--- src/sv/tsrr_pkg.sv ---
// shared types, codes and helpers of the thread slot scheduler
package tsrr_pkg;

    localparam int THREAD_SLOTS = 4;
    localparam int SLOT_W       = (THREAD_SLOTS > 1) ? $clog2(THREAD_SLOTS) : 1;
    localparam int CNT_W        = $clog2(THREAD_SLOTS + 1);

    typedef logic [SLOT_W-1:0] t_slot;
    typedef logic [CNT_W-1:0]  t_cnt;
    typedef logic [1:0]        t_code;

    // slot state codes
    localparam t_code ST_FREE      = 2'd0;
    localparam t_code ST_RUNNING   = 2'd1;
    localparam t_code ST_RUNNABLE  = 2'd2;
    localparam t_code ST_SUSPENDED = 2'd3;

    // operation codes
    localparam logic [2:0] OP_CREATE  = 3'd0;
    localparam logic [2:0] OP_YIELD   = 3'd1;
    localparam logic [2:0] OP_SUSPEND = 3'd2;
    localparam logic [2:0] OP_RESUME  = 3'd3;
    localparam logic [2:0] OP_EXIT    = 3'd4;

    // status codes
    localparam logic [1:0] STS_DONE   = 2'd0;
    localparam logic [1:0] STS_FULL   = 2'd1;
    localparam logic [1:0] STS_NOCHG  = 2'd2;
    localparam logic [1:0] STS_HALTED = 2'd3;

    typedef struct packed {
        logic [2:0] operation;
        logic [1:0] target_slot;
    } t_in_word;

    typedef struct packed {
        logic [1:0] status;
        logic [1:0] created_slot;
        logic [1:0] running_slot;
        logic       switched;
        logic       halted_flag;
    } t_out_word;

    typedef struct packed {
        logic  en;
        t_slot addr;
        t_code data;
    } t_wr_req;

    typedef struct packed {
        t_slot next;
        logic  match;
    } t_step_res;

    // state of a slot right after reset
    function automatic t_code slot_reset_code(t_slot idx);
        return (idx == '0) ? ST_RUNNING : ST_FREE;
    endfunction

    function automatic logic [1:0] slot_to_field(t_slot s);
        return 2'(s);
    endfunction

    function automatic logic tgt_in_range(logic [1:0] tgt);
        return int'(tgt) < THREAD_SLOTS;
    endfunction

    function automatic t_slot tgt_to_slot(logic [1:0] tgt);
        return t_slot'(tgt);
    endfunction

endpackage

--- src/sv/tsrr_slot_table.sv ---
// slot state memory, one write and one registered read port, reset by valid bits
module tsrr_slot_table (
    input  logic               i_clk,
    input  logic               i_rst_n,
    input  tsrr_pkg::t_wr_req  i_wr,
    input  tsrr_pkg::t_slot    i_raddr,
    output tsrr_pkg::t_code    o_rdata
);

    tsrr_pkg::t_code                   r_mem [tsrr_pkg::THREAD_SLOTS];
    logic [tsrr_pkg::THREAD_SLOTS-1:0] r_vld;
    tsrr_pkg::t_code                   r_rd_data;
    tsrr_pkg::t_slot                   r_rd_addr;
    logic                              r_rd_vld;

    always_ff @(posedge i_clk) begin
        if (i_wr.en) begin
            r_mem[i_wr.addr] <= i_wr.data;
        end
        r_rd_data <= r_mem[i_raddr];
        r_rd_addr <= i_raddr;
    end

    always_ff @(posedge i_clk) begin
        if (!i_rst_n) begin
            r_vld    <= '0;
            r_rd_vld <= 1'b0;
        end else begin
            if (i_wr.en) begin
                r_vld[i_wr.addr] <= 1'b1;
            end
            r_rd_vld <= r_vld[i_raddr];
        end
    end

    // never written entries read as their reset state
    assign o_rdata = r_rd_vld ? r_rd_data : tsrr_pkg::slot_reset_code(r_rd_addr);

endmodule

--- src/sv/tsrr_step_unit.sv ---
// shared step unit: wrapping slot increment and state code compare
module tsrr_step_unit (
    input  tsrr_pkg::t_slot     i_idx,
    input  tsrr_pkg::t_code     i_code,
    input  tsrr_pkg::t_code     i_want,
    output tsrr_pkg::t_step_res o_res
);

    localparam tsrr_pkg::t_slot LAST = tsrr_pkg::t_slot'(tsrr_pkg::THREAD_SLOTS - 1);

    always_comb begin
        o_res.next  = (i_idx == LAST) ? '0 : i_idx + tsrr_pkg::t_slot'(1);
        o_res.match = (i_code == i_want);
    end

endmodule

--- src/sv/thread_slot_round_robin_scheduler_top.sv ---
// top level of the round robin thread slot scheduler with suspend and resume
//
// Keeps the state of THREAD_SLOTS thread slots (free, running, runnable,
// suspended) in a small memory and the current slot in a register. Each input
// word is one operation; each gives exactly one output word. The block takes
// one operation at a time: o_in_ready is high only while the sequencer is idle,
// even if the previous output word still waits in the output register. Slots
// are visited one per cycle through the single read port of the slot table. A
// create or a reschedule passes from acceptance through the scan state, where
// each slot is checked once its registered read data returns, to the response
// state; suspend or resume of another slot passes through the target check
// state, and a halted block or an unknown code goes straight to the response
// state. Rescheduling searches from the slot after the current one, wrapping,
// and ends at the current slot itself. With nothing runnable the block halts
// for good and answers every later operation with status halted. The slot
// table comes out of reset through per-entry valid bits, so no clearing pass is
// needed and the block is ready as soon as reset is released.
module thread_slot_round_robin_scheduler_top (
    input  logic                i_clk,
    input  logic                i_rst_n,
    input  logic                i_in_valid,
    output logic                o_in_ready,
    input  tsrr_pkg::t_in_word  i_in_word,
    output logic                o_out_valid,
    input  logic                i_out_ready,
    output tsrr_pkg::t_out_word o_out_word
);

    typedef enum logic [3:0] {
        S_IDLE    = 4'b0001,
        S_SCAN    = 4'b0010,
        S_TGT_CHK = 4'b0100,
        S_RESP    = 4'b1000
    } t_state;

    t_state              r_state, n_state;
    tsrr_pkg::t_slot     r_cur, n_cur;          // current slot
    logic                r_halted, n_halted;
    tsrr_pkg::t_slot     r_ptr, n_ptr;          // next slot to read
    tsrr_pkg::t_cnt      r_left, n_left;        // slots not yet read
    logic                r_pend, n_pend;        // read data in flight
    tsrr_pkg::t_slot     r_pidx, n_pidx;        // slot of the read data
    tsrr_pkg::t_code     r_want, n_want;        // state searched for
    tsrr_pkg::t_code     r_code, n_code;        // state written on a hit
    logic                r_is_create, n_is_create;
    tsrr_pkg::t_out_word r_res, n_res;
    logic                r_out_valid, n_out_valid;
    tsrr_pkg::t_out_word r_out_word, n_out_word;

    tsrr_pkg::t_wr_req   wr;
    tsrr_pkg::t_slot     raddr;
    tsrr_pkg::t_code     rdata;
    tsrr_pkg::t_slot     step_idx;
    tsrr_pkg::t_step_res step;

    logic                in_acc;
    tsrr_pkg::t_slot     tslot;
    logic                tgt_ok;

    tsrr_slot_table u_table (
        .i_clk   (i_clk),
        .i_rst_n (i_rst_n),
        .i_wr    (wr),
        .i_raddr (raddr),
        .o_rdata (rdata)
    );

    // idle uses the unit for current plus one, the scan for the read pointer
    assign step_idx = (r_state == S_IDLE) ? r_cur : r_ptr;

    tsrr_step_unit u_step (
        .i_idx  (step_idx),
        .i_code (rdata),
        .i_want (r_want),
        .o_res  (step)
    );

    assign o_in_ready  = (r_state == S_IDLE);
    assign in_acc      = i_in_valid && o_in_ready;
    assign tslot       = tsrr_pkg::tgt_to_slot(i_in_word.target_slot);
    assign tgt_ok      = tsrr_pkg::tgt_in_range(i_in_word.target_slot);
    assign o_out_valid = r_out_valid;
    assign o_out_word  = r_out_word;

    always_comb begin
        n_state     = r_state;
        n_cur       = r_cur;
        n_halted    = r_halted;
        n_ptr       = r_ptr;
        n_left      = r_left;
        n_pend      = r_pend;
        n_pidx      = r_pidx;
        n_want      = r_want;
        n_code      = r_code;
        n_is_create = r_is_create;
        n_res       = r_res;
        n_out_valid = r_out_valid;
        n_out_word  = r_out_word;
        wr.en       = 1'b0;
        wr.addr     = r_pidx;
        wr.data     = r_code;
        raddr       = r_ptr;

        // output register drains independently of the sequencer
        if (i_out_ready) begin
            n_out_valid = 1'b0;
        end

        unique case (r_state)
            S_IDLE: begin
                if (in_acc) begin
                    n_res.status       = tsrr_pkg::STS_NOCHG;
                    n_res.created_slot = 2'd0;
                    n_res.running_slot = tsrr_pkg::slot_to_field(r_cur);
                    n_res.switched     = 1'b0;
                    n_res.halted_flag  = r_halted;
                    n_state            = S_RESP;
                    // reschedule start, overridden where not needed
                    n_ptr       = step.next;
                    n_left      = tsrr_pkg::t_cnt'(tsrr_pkg::THREAD_SLOTS);
                    n_pend      = 1'b0;
                    n_want      = tsrr_pkg::ST_RUNNABLE;
                    n_code      = tsrr_pkg::ST_RUNNING;
                    n_is_create = 1'b0;
                    wr.addr     = r_cur;
                    if (r_halted) begin
                        n_res.status = tsrr_pkg::STS_HALTED;
                    end else begin
                        unique case (i_in_word.operation)
                            tsrr_pkg::OP_CREATE: begin
                                n_ptr       = '0;
                                n_want      = tsrr_pkg::ST_FREE;
                                n_code      = tsrr_pkg::ST_RUNNABLE;
                                n_is_create = 1'b1;
                                n_state     = S_SCAN;
                            end
                            tsrr_pkg::OP_YIELD: begin
                                wr.en   = 1'b1;
                                wr.data = tsrr_pkg::ST_RUNNABLE;
                                n_state = S_SCAN;
                            end
                            tsrr_pkg::OP_SUSPEND: begin
                                if (tgt_ok && tslot == r_cur) begin
                                    wr.en   = 1'b1;
                                    wr.data = tsrr_pkg::ST_SUSPENDED;
                                    n_state = S_SCAN;
                                end else if (tgt_ok) begin
                                    raddr   = tslot;
                                    n_pidx  = tslot;
                                    n_want  = tsrr_pkg::ST_RUNNABLE;
                                    n_code  = tsrr_pkg::ST_SUSPENDED;
                                    n_state = S_TGT_CHK;
                                end
                            end
                            tsrr_pkg::OP_RESUME: begin
                                if (tgt_ok) begin
                                    raddr   = tslot;
                                    n_pidx  = tslot;
                                    n_want  = tsrr_pkg::ST_SUSPENDED;
                                    n_code  = tsrr_pkg::ST_RUNNABLE;
                                    n_state = S_TGT_CHK;
                                end
                            end
                            tsrr_pkg::OP_EXIT: begin
                                wr.en   = 1'b1;
                                wr.data = tsrr_pkg::ST_FREE;
                                n_state = S_SCAN;
                            end
                            default: begin
                                // unknown code, nothing changes
                            end
                        endcase
                    end
                end
            end
            S_SCAN: begin
                if (r_pend && step.match) begin
                    wr.en        = 1'b1;
                    n_res.status = tsrr_pkg::STS_DONE;
                    if (r_is_create) begin
                        n_res.created_slot = tsrr_pkg::slot_to_field(r_pidx);
                    end else begin
                        n_cur              = r_pidx;
                        n_res.running_slot = tsrr_pkg::slot_to_field(r_pidx);
                        n_res.switched     = (r_pidx != r_cur);
                    end
                    n_state = S_RESP;
                end else if (r_pend && r_left == '0) begin
                    if (r_is_create) begin
                        n_res.status = tsrr_pkg::STS_FULL;
                    end else begin
                        // nothing runnable: halt for good
                        n_halted          = 1'b1;
                        n_res.status      = tsrr_pkg::STS_HALTED;
                        n_res.halted_flag = 1'b1;
                    end
                    n_state = S_RESP;
                end else begin
                    // read the next slot while checking the one before
                    n_pend = (r_left != '0);
                    if (r_left != '0) begin
                        n_pidx = r_ptr;
                        n_ptr  = step.next;
                        n_left = r_left - tsrr_pkg::t_cnt'(1);
                    end
                end
            end
            S_TGT_CHK: begin
                if (step.match) begin
                    wr.en        = 1'b1;
                    n_res.status = tsrr_pkg::STS_DONE;
                end
                n_state = S_RESP;
            end
            S_RESP: begin
                if (!r_out_valid || i_out_ready) begin
                    n_out_word  = r_res;
                    n_out_valid = 1'b1;
                    n_state     = S_IDLE;
                end
            end
            default: begin
                n_state = S_IDLE;
            end
        endcase
    end

    always_ff @(posedge i_clk) begin
        if (!i_rst_n) begin
            r_state     <= S_IDLE;
            r_cur       <= '0;
            r_halted    <= 1'b0;
            r_pend      <= 1'b0;
            r_out_valid <= 1'b0;
        end else begin
            r_state     <= n_state;
            r_cur       <= n_cur;
            r_halted    <= n_halted;
            r_pend      <= n_pend;
            r_out_valid <= n_out_valid;
        end
    end

    // working and payload registers
    always_ff @(posedge i_clk) begin
        r_ptr       <= n_ptr;
        r_left      <= n_left;
        r_pidx      <= n_pidx;
        r_want      <= n_want;
        r_code      <= n_code;
        r_is_create <= n_is_create;
        r_res       <= n_res;
        r_out_word  <= n_out_word;
    end

`ifndef SYNTHESIS
    // a halt is permanent
    a_halt_sticks: assert property (@(posedge i_clk) disable iff (!i_rst_n)
        r_halted |=> r_halted)
        else $error("halted flag dropped");

    // a halted result always reports the halted status
    a_halt_status: assert property (@(posedge i_clk) disable iff (!i_rst_n)
        (o_out_valid && o_out_word.halted_flag) |->
            (o_out_word.status == tsrr_pkg::STS_HALTED))
        else $error("halted result without halted status");

    // a switch only comes with a successful reschedule
    a_switch_done: assert property (@(posedge i_clk) disable iff (!i_rst_n)
        (o_out_valid && o_out_word.switched) |->
            (o_out_word.status == tsrr_pkg::STS_DONE))
        else $error("switch reported without done status");

    // the slot table is never written while a result waits to be loaded
    a_no_write_resp: assert property (@(posedge i_clk) disable iff (!i_rst_n)
        (r_state == S_RESP) |-> !wr.en)
        else $error("slot table written in response state");
`endif

endmodule

--- config.mk ---
export PLATFORM = sky130hd
export DESIGN_NAME = thread_slot_round_robin_scheduler_top
export DESIGN_NICKNAME = d
export VERILOG_FILES = /design/src/sv/tsrr_pkg.sv /design/src/sv/tsrr_slot_table.sv /design/src/sv/tsrr_step_unit.sv /design/src/sv/thread_slot_round_robin_scheduler_top.sv
export SDC_FILE = /design/constraint.sdc
export NUM_CORES = 1
export LEC_CHECK = 0
export BUFFER_PORTS_ARGS = -buffer_cell sky130_fd_sc_hd__buf_2
export CAP_MARGIN = 20
export CORE_MARGIN = 4
export CORE_UTILIZATION = 43
export DETAILED_ROUTE_END_ITERATION = 12
export PLACE_DENSITY = 0.59
export SLEW_MARGIN = 0
export SYNTH_ARGS = -nofsm -noshare
export SYNTH_HDL_FRONTEND = slang
export SYNTH_SLANG_ARGS = --single-unit
--- constraint.sdc ---
create_clock -name i_clk -period 2.57 [get_ports i_clk]
set_clock_uncertainty 0.2 [all_clocks]
set_input_delay 0.3855 -clock i_clk [delete_from_list [all_inputs] [get_ports i_clk]]
set_output_delay 0.3855 -clock i_clk [all_outputs]
set_load 0.01 [all_outputs]
* Yosys cells after proc, flatten, opt, wreduce, memory -nomap -nowiden
Memory sizes are Yosys's and may differ from the RTL's. A register that Yosys moved wholly into a read port is not among the register bits.
Cells that the tools add are included.
** Word-level totals
- Memories kept :: 1
- Bits in registers :: 44
- Memory bits (writable) :: 8
- Output and inout port bits :: 10
- Input bits :: 9
- Word-level logic and storage cells :: 165
** Memory list
- u_table.r_mem :: words 4, bits a word 2, read ports 1, clocked after memory_dff 1, wr ports 1, RTL line tsrr_slot_table.sv:10 : tsrr_pkg::t_code r_mem [tsrr_pkg::THREAD_SLOTS];
** Operators by class
- $lt $le $gt $ge :: 3
- Reductions and logical operators :: 27
- Bitwise operators :: 3
- Add/subtract/negate cells :: 2
- Eq/ne operators :: 26
- Muxes and demuxes :: 79
** Operators with widths (count)
- 2-bit 2-to-1 mux :: 27
- 4-bit 2-to-1 mux :: 6
- 2-bit case mux with 2 select lines :: 6
- 1-bit 2-to-1 mux :: 20
- 2-bit inequality test, second input constant :: 10
- 4-bit AND reduction :: 5
- 3-bit 2-to-1 mux :: 6
- 4-bit case mux with 4 select lines :: 1
- 2-bit case mux with 3 select lines :: 2
- 4-bit case mux with 3 select lines :: 1
- 6-bit case mux with 2 select lines :: 1
- 5-bit 2-to-1 mux :: 2
- 5-bit AND reduction :: 2
- 8-bit 2-to-1 mux :: 1
- 8-bit AND reduction :: 1
- 3-bit by 2-bit == test with 1-bit output, second input constant :: 2
- 3-bit logical NOT :: 2
- 2-bit by 3-bit less-than comparator with 1-bit output, second input constant :: 2
- 3-bit inequality test, second input constant :: 2
- 3-bit case mux with 2 select lines :: 1
- 3-bit AND reduction :: 2
- 3-bit nonzero test :: 2
- 2-bit == test :: 2
- 4-bit by 1-bit == test with 1-bit output, second input constant :: 1
- 26 further kinds :: 33

* Logic depth before layout (Yosys ltp)
Gate-level depths: netlist of the first run.
- Word-level depth :: 11
- Depth in mapped cells :: 6
- Gate-level depth less buffers :: 6

* By module
From an unflattened synthesis of the first run, not the netlist that was laid out.
** Second synthesis, totals
- Cell total of the unflattened synthesis :: 209
- Area, all modules :: 2456.1 um2
** Modules (own cells, without submodules)
- thread_slot_round_robin_scheduler_top :: instances 1, cells each 172, seq. area each 1021.0 um2, area an instance 1838.0 um2
- tsrr_slot_table :: instances 1, cells each 32, seq. area each 420.4 um2, area an instance 580.6 um2
- tsrr_step_unit :: instances 1, cells each 5, seq. area each 0.0 um2, area an instance 37.5 um2

* Worst setup path before layout of the first run
No wires, ideal clock.
- Path type :: in2reg
- Start point :: input i_in_word[0] (netlist bit)
- End point :: memory u_table.r_mem[0][0] (netlist bit), enable pin
- Path buffers :: 1
- Arrival :: 1.690 ns
- Stages :: 6
- Setup time :: 0.329 ns
- Slack :: 0.351 ns
- Required time :: 2.041 ns
- Cells stage by stage :: clkbuf_1 xor2_1 nor4_1 a21oi_1 o22a_1 nor3_1
** Between the ends
- Word-level cells in the longest chain between the ends :: 8
** Ends and longest elaborated chain
- start: declaration :: RTL line thread_slot_round_robin_scheduler_top.sv:23 : input tsrr_pkg::t_in_word i_in_word,
- 2-bit == test :: RTL line thread_slot_round_robin_scheduler_top.sv:143 : if (tgt_ok && tslot == r_cur) begin
- 1-bit 2-to-1 mux :: RTL line thread_slot_round_robin_scheduler_top.sv:143
- 1-bit case mux with 2 select lines :: RTL line thread_slot_round_robin_scheduler_top.sv:129 : unique case (i_in_word.operation)
- 1-bit 2-to-1 mux :: RTL line thread_slot_round_robin_scheduler_top.sv:126 : if (r_halted) begin
- 5-bit 2-to-1 mux :: RTL line thread_slot_round_robin_scheduler_top.sv:111 : if (in_acc) begin
- 1-bit case mux with 3 select lines :: RTL line thread_slot_round_robin_scheduler_top.sv:109 : unique case (r_state)
- 1-bit 2-to-1 mux :: RTL line tsrr_slot_table.sv:17 : if (i_wr.en) begin
- 1-bit 2-to-1 mux (not written as such) :: RTL line tsrr_slot_table.sv:18 : r_mem[i_wr.addr] <= i_wr.data;
- end: declaration :: RTL line tsrr_slot_table.sv:10
No other way between the ends.

* Final worst setup path of the first run
- Start point :: register r_state[0]
- End point :: memory u_table.r_mem[2][0] (netlist bit), enable pin
** Between the ends
- Word-level cells in the longest chain between the ends :: 6
- Elaborated cells on any way between the ends :: 9
- Those cells by class :: 3 x eq/ne; 5 x mux; 1 x reduce/logical
** Ends and longest elaborated chain
- start: declaration :: RTL line thread_slot_round_robin_scheduler_top.sv:36 : t_state r_state, n_state;
- start signal: assignment :: RTL line thread_slot_round_robin_scheduler_top.sv:236 : r_state <= n_state;
- 4-bit by 1-bit == test with 1-bit output :: RTL line thread_slot_round_robin_scheduler_top.sv:78, thread_slot_round_robin_scheduler_top.sv:109
- 1-bit logical AND :: RTL line thread_slot_round_robin_scheduler_top.sv:79 : assign in_acc = i_in_valid && o_in_ready;
- 5-bit 2-to-1 mux :: RTL line thread_slot_round_robin_scheduler_top.sv:111
- 1-bit case mux with 3 select lines :: RTL line thread_slot_round_robin_scheduler_top.sv:109
- 1-bit 2-to-1 mux :: RTL line tsrr_slot_table.sv:17
- 1-bit 2-to-1 mux (not written as such) :: RTL line tsrr_slot_table.sv:18
Several ways; a longest one is shown, not always the timed one.

==> metrics.md, run 1 <==
| Metric | Value |
|---|---|
| Status | finished clean |
| CTS Buf Count | 5 |
| Pre-CTS setup slack | 195.4 ps |
| Vias in the first global route | 1850 |
| Syn nets | 258 |
| FF-to-FF Start | r_state[0]$_SDFFE_PN1P_ |
| Min Tclk post-route | 2413 ps |
| Total track usage | 16.00% |
| Top_reg_cell synth | edfxtp_1 |
| Share of cells above drive strength 1 | a little under a fifth |
| Switching part of the total power | 23.44% |
| I/O pins | 19 |
| Maximum VDD drop | 0.2196 mV |
| Vias | 1906 |
| Clock-pin slew on the worst setup and hold paths | 90 ps |
| Synthesis-to-finish area growth | 13.26% |
| Post-synthesis cell count | around 250 |
| Reg2Reg Depth | 4 |
| Internal power | 1.457 mW |
| Initial drt markers | 88 |
| Most frequent cells in the layout | 36 x edfxtp_1, 28 x nand2_1, 20 x nor2_1 |
| First-pass GRT wire length | 9211 um |
| Power Density | 642.9 nW/um2 |
| Yosys reg bits | 54 |
| Worst hold path type | in2reg |
| Worst Path Max Fanout | 8 |
| Hold-fix buffers, CTS | 0 |
| Crit share post-route | 93.88% |
| Antenna Diode Count | 0 |
| Net Switching | 446.1 uW |
| Setup TNS | 0 ps |
| Slew HR | between 60 and 70% |
| Die height | 85.97 um |
| Commonest non-fill, non-tap cell in the layout | edfxtp_1 |
| HPWL after DPL | 4138 um |
| Sequential share of power | 53.2% |
| Critical path arrival | 2200 ps |
| Drt wl/cell | around 16 um |
| Routability cong. | 0.7872 |
| Resized Gates After CTS | 0 |
| Die area | 7390 um2 |
| Initial antenna violation count | 0 |
| Yosys warning count | 0 |
| Fin. Hold Viols | 0 |
| Syn Std Cell Area | about 2600 um2 |
| Clock Path Buffers | 2 |
| Largest net degree at the start of global routing | 17 |
| Unique masters post-synth | 51 |
| Post-route ant nets | 0 |
| Vias/cell | 5.509 |
| Number of remaining DRC errors | 0 |
| Starting Density | 44.15% |
| Setup ws final | 157.2 ps |
| CORE AREA | 5921 um2 |
| Combinational share of power | 12.0% |
| Clock share of power | 34.8% |
| Cell Rows | 28 |
| Setup crit end | u_table.r_mem[2][0]$_DFFE_PP_ |
| Crit path kind | reg2reg |
| Total gr overflow | 0 |
| MaxCap Viol Count | 0 |
| Final setup vio count | 0 |
| H-tree depth | 2 |
| Crit path required time | 2350 ps |
| EDFF count, synth | 36 |
| Leak | between 1 and 1.5 nW |
| CTS tree | done |
| Startpoint Class | flop |
| Root buffer cell | clkbuf_8 |
| Number of post-CTS setup repair buffers | 0 |
| Port bufs | 18 |
| FFs w/ async S/R, synth | 0% |
| Unrepaired setup endpoints after global routing | no |
| Max-slew violations | 0 |
| Clk_lat worst skew | 310 ps |
| R2r setup slk | 160 ps |
| Endpoint class of the critical path | flop |
| Syn avg cell area | 10.58 um2 |
| Fmax | between 0.4 and 0.5 GHz |
| Sink Count | 54 |
| Crit path from | r_state[0]$_SDFFE_PN1P_ |
| Seq/Total Area, Yosys | 55.15% |
| Slew @ Worst Pin | 591.3 ps |
| Die width | 85.97 um |
| RR Endpoint | u_table.r_mem[2][0]$_DFFE_PP_ |
| Total Wirelength | 5375 um |
| Final nets | around 280 |
| Pre-antenna DRT Iters | 4 |
registers in the layout, indices dropped and copies added (netlist names):
name / cells
u_table.r_rd_vld: 1
r_res: 8
r_ptr: 2
r_pend: 1
r_cur: 2
r_left: 3
o_out_word: 8
o_out_valid: 1
u_table.r_rd_addr: 2
r_code: 2
u_table.r_vld: 4
r_is_create: 1
u_table.r_rd_data: 2
u_table.r_mem: 8
r_want: 2
r_state: 4
r_halted: 1
r_pidx: 2
synthesized netlist by cell type, types with 6 or more instances:
library cell,instances,area [um2]
edfxtp_1,36,1081
nand2_1,28,105.1
nor2_1,20,75.07
dfxtp_1,18,360.4
a21oi_1,16,80.08
clkbuf_1,10,37.54
nand3_1,9,45.04
nor3_1,9,45.04
mux2i_1,8,80.08
o21ai_0,8,40.04
inv_1,7,26.28
xnor2_1,6,52.55
final cells by class:
class                           instances  area [um2]
Clock buffer                            5       68.82
Tap cell                               75       93.84
Inverter                                7       26.28
Clock inverter                          3       63.81
Sequential cell                        54        1441
Multi-Input combinational cell        172        1086
Timing Repair Buffer                   30       180.2
Fill cell                             544        2960
power by group through the flow:
stage / clock (mW) / combinational [mW] / sequential (mW)
floorplan: 0 / 0.172 / 1.02
finish: 0.663 / 0.228 / 1.01
detailed placement: 0 / 0.229 / 1.03
global placement: 0 / 0.227 / 1.03
CTS: 0.671 / 0.230 / 1.01
global route: 0.719 / 0.259 / 1.02
worst max-delay path: stages, from the launching register on:
cell,delay (ps)
dfxtp_1,450
or4b_4,510
or2_1,270
o22a_1,320
nor3_1,350
metal layers:
layer / part of all wire, % / vias up / track usage (%) / wire length, um
met5: 0 / - / 0 / 0
met4: 1.0 / 0 / 4.892 / 54
met1: 47 / 916 / 21.83 / 2547
met3: 5.3 / 4 / 3.554 / 283
met2: 46 / 39 / 25.37 / 2490
li1: - / 947 / - / -
worst min-delay path by stage:
stage	start	slack, ps	endpoint	cells after the start
after CTS	i_rst_n	150	r_state[0]$_SDFFE_PN1P_	2
after global placement	r_res[0]$_SDFFCE_PP1P_	200	o_out_word[0]$_DFFE_PP_	0
after floorplan	r_res[0]$_SDFFCE_PP1P_	200	o_out_word[0]$_DFFE_PP_	0
after global routing	i_rst_n	170	r_state[0]$_SDFFE_PN1P_	2
after detailed placement	r_res[5]$_SDFFCE_PN0P_	200	o_out_word[5]$_DFFE_PP_	0
final	i_rst_n	150	r_state[0]$_SDFFE_PN1P_	2
metrics by stage:
stage / utilization, % / total power, mW / instances / hold slack [ps] / area [um2]
after global placement: 47.76 / 1.260 / 338 / 204.0 / 2828
after detailed placement: 47.76 / 1.262 / 338 / 204.5 / 2828
after CTS: 50.00 / 1.914 / 346 / 151.0 / 2960
final: 50.00 / 1.903 / 346 / 150.1 / 2960
after global routing: 50.00 / 1.996 / 346 / 167.3 / 2960
after floorplan: - / 1.191 / 247 / 200.3 / 2614
cell families after synthesis:
family | synth area share, %
buf+inv | 3.542
compound gates | 14.41
mux | 3.925
simple gates | 18.67
xor+xnor | 3.351
flops | 55.15
fa+ha+maj | 0.9572
(Power assumes the default switching activity.)
==> run 2: changes to the inputs <==
Settings changed: BUFFER_PORTS_ARGS -buffer_cell sky130_fd_sc_hd__buf_2 to unset, CELL_PAD_IN_SITES_DETAIL_PLACEMENT set to 1, CELL_PAD_IN_SITES_GLOBAL_PLACEMENT set to 1, DONT_BUFFER_PORTS set to 1, PLACE_DENSITY 0.59 to 0.68.
==> run 2 against run 1 <==
Non-clock buffer count fell by 16; via count fell by 0.73%; design area shrank 3.2%; critical path depth is the same; global-route usage rose by 2.7 points; worst setup slack gained 6.6 ps; combinational power is 2% lower; count of clock-buffer cells in the layout up 1; fmax rose by 0.28%; cell count is 4.6% lower.
==> metrics.md, run 2 (synthesis results as in run 1) <==
| Metric | Value |
|---|---|
| Maximum VDD drop | 0.2967 mV (+35%) |
| Clock-pin slew on the worst setup and hold paths | 100 ps (about the same) |
| Die area | 7390 um2 (unchanged) |
| Vias/cell | 5.733 (+4.1%) |
| Pre-antenna DRT Iters | 4 (unchanged) |
| Status | finished clean |
| CTS Buf Count | 5 (unchanged) |
| Die height | 85.97 um (unchanged) |
| Reg2Reg Depth | 4 (unchanged) |
| Total track usage | 18.68% (+2.7 points) |
| Unrepaired setup endpoints after global routing | no |
| H-tree depth | 2 (unchanged) |
| Final nets | 265 (-5.7%) |
| HPWL after DPL | 4886 um (+18%) |
| Synthesis-to-finish area growth | 9.622% |
| Number of post-CTS setup repair buffers | 0 (unchanged) |
| Crit share post-route | 93.63% (-0.26 points) |
| Clk_lat worst skew | 310 ps (about the same) |
| Sink Count | 54 (unchanged) |
| CTS tree | done |
| Starting Density | 44.15% (unchanged) |
| MaxCap Viol Count | 0 (unchanged) |
| Initial drt markers | 83 (-5.7%) |
| Startpoint Class | flop |
| Min Tclk post-route | 2406 ps (-6.625 ps) |
| Max-slew violations | 0 (unchanged) |
| First-pass GRT wire length | 10550 um (+15%) |
| Cell Rows | 28 (unchanged) |
| Clock Path Buffers | 2 (unchanged) |
| I/O pins | 19 (unchanged) |
| Root buffer cell | clkbuf_8 |
| Drt wl/cell | 19.33 um (+24%) |
| Slew @ Worst Pin | 665.6 ps (+74.29 ps) |
| Routability cong. | 0.7775 (-1.2%) |
| Total Wirelength | 6379 um (+19%) |
| Power Density | 631.8 nW/um2 (-1.7%) |
| Largest net degree at the start of global routing | 17 (unchanged) |
| Port bufs | 0 (-18) |
| Crit path required time | 2360 ps (about the same) |
| Setup TNS | 0 ps (unchanged) |
| Initial antenna violation count | 0 (unchanged) |
| Final setup vio count | 0 (unchanged) |
| Worst hold path type | in2reg |
| Leak | 1.029 nW (-7.1%) |
| Fmax | 0.4156 GHz (+0.28%) |
| Vias | 1892 (-0.73%) |
| Slew HR | 55.22% (-5.0 points) |
| CORE AREA | 5921 um2 (unchanged) |
| Post-layout instance area | 2865 um2 (-3.2%) |
| Antenna Diode Count | 0 (unchanged) |
| Fin. Hold Viols | 0 (unchanged) |
| Die width | 85.97 um (unchanged) |
| Most frequent cells in the layout | 36 x edfxtp_1, 28 x nand2_1, 20 x nor2_1 |
| Commonest non-fill, non-tap cell in the layout | edfxtp_1 |
| Worst Path Max Fanout | 8 (unchanged) |
| Endpoint class of the critical path | flop |
| Share of cells above drive strength 1 | 12.55% (-5.5 points) |
| DP Area | 2745 um2 (-2.9%) |
| Post-route ant nets | 0 (unchanged) |
| Crit path kind | reg2reg |
| Critical path arrival | 2200 ps (about the same) |
| Final hold slack | 13.35 ps (-136.8 ps) |
| Number of remaining DRC errors | 0 (unchanged) |
| Vias in the first global route | 1988 (+7.5%) |
| Total gr overflow | 0 (unchanged) |
| Hold Crit Depth | 2 (unchanged) |
[run 2: cell count changes in the layout (fill, tap and decap cells not counted)]
| cell | previous run | this run |
|---|---|---|
| buf_2 | 18 | 0 |
| buf_4 | 12 | 13 |
| bufinv_16 | 2 | 1 |
| clkbuf_1 | 0 | 1 |
| clkinv_1 | 1 | 0 |
| clkinvlp_4 | 0 | 1 |
| dlygate4sd3_1 | 0 | 1 |
[run 2: power breakdown]
group          switching [mW]  total [mW]  internal, mW
Sequential             0.0328        1.01         0.981
Combinational           0.137       0.224        0.0872
Clock                   0.281       0.572         0.291
Total                   0.451        1.81          1.36
[run 2: layout make-up]
class | instances | area [um2]
multi-input combinational | 172 | 1086
clock buffer | 6 | 72.57
clock inverter | 2 | 37.54
sequential | 54 | 1441
fill | 653 | 3055
tap | 75 | 93.84
inverter | 7 | 26.28
timing repair buffer | 14 | 107.6
[run 2: timing repair]
action	CTS	global route
gates resized for setup	0	0
endpoints found under the hold margin	6	0
hold buffers	1	0
[run 2: worst max-delay path, stage by stage, from the launching register on]
cell and delay, ps:
dfxtp_1 370, or4b_4 570, or2_1 270, o22a_1 330, nor3_1 350
[run 2: final timing paths]
check / from / end / slack (ps)
worst min register to register: r_res[3]$_DFFE_PP_ / o_out_word[3]$_DFFE_PP_ / 240
worst min-delay path: i_rst_n / r_state[3]$_SDFFE_PN0P_ / 10
worst max-delay path: r_halted$_SDFFE_PN0P_ / u_table.r_mem[1][0]$_DFFE_PP_ / 160
worst max register to register: r_halted$_SDFFE_PN0P_ / u_table.r_mem[1][0]$_DFFE_PP_ / 160
[run 2: routing by layer]
| layer | vias to the layer above | track usage [%] | wire length, um |
|---|---|---|---|
| li1 | 916 | - | - |
| met1 | 938 | 24.38 | 2995 |
| met2 | 31 | 31.32 | 3151 |
| met3 | 7 | 4.323 | 170 |
| met4 | 0 | 4.604 | 61 |
| met5 | - | 0 | 0 |
[run 2: through the flow]
| step | power [mW] | setup slack [ps] | utilization, % | cells |
|---|---|---|---|---|
| 5_1_grt | 1.894 | 49.18 | 48.39 | 330 |
| 4_1_cts | 1.825 | 169.3 | 48.39 | 330 |
| 3_3_place_gp | 1.246 | 255.3 | 46.37 | 321 |
| 3_5_place_dp | 1.255 | 192.2 | 46.37 | 321 |
| 2_1_floorplan | 1.191 | 351.0 | - | 247 |
| 6_report | 1.810 | 163.8 | 48.39 | 330 |
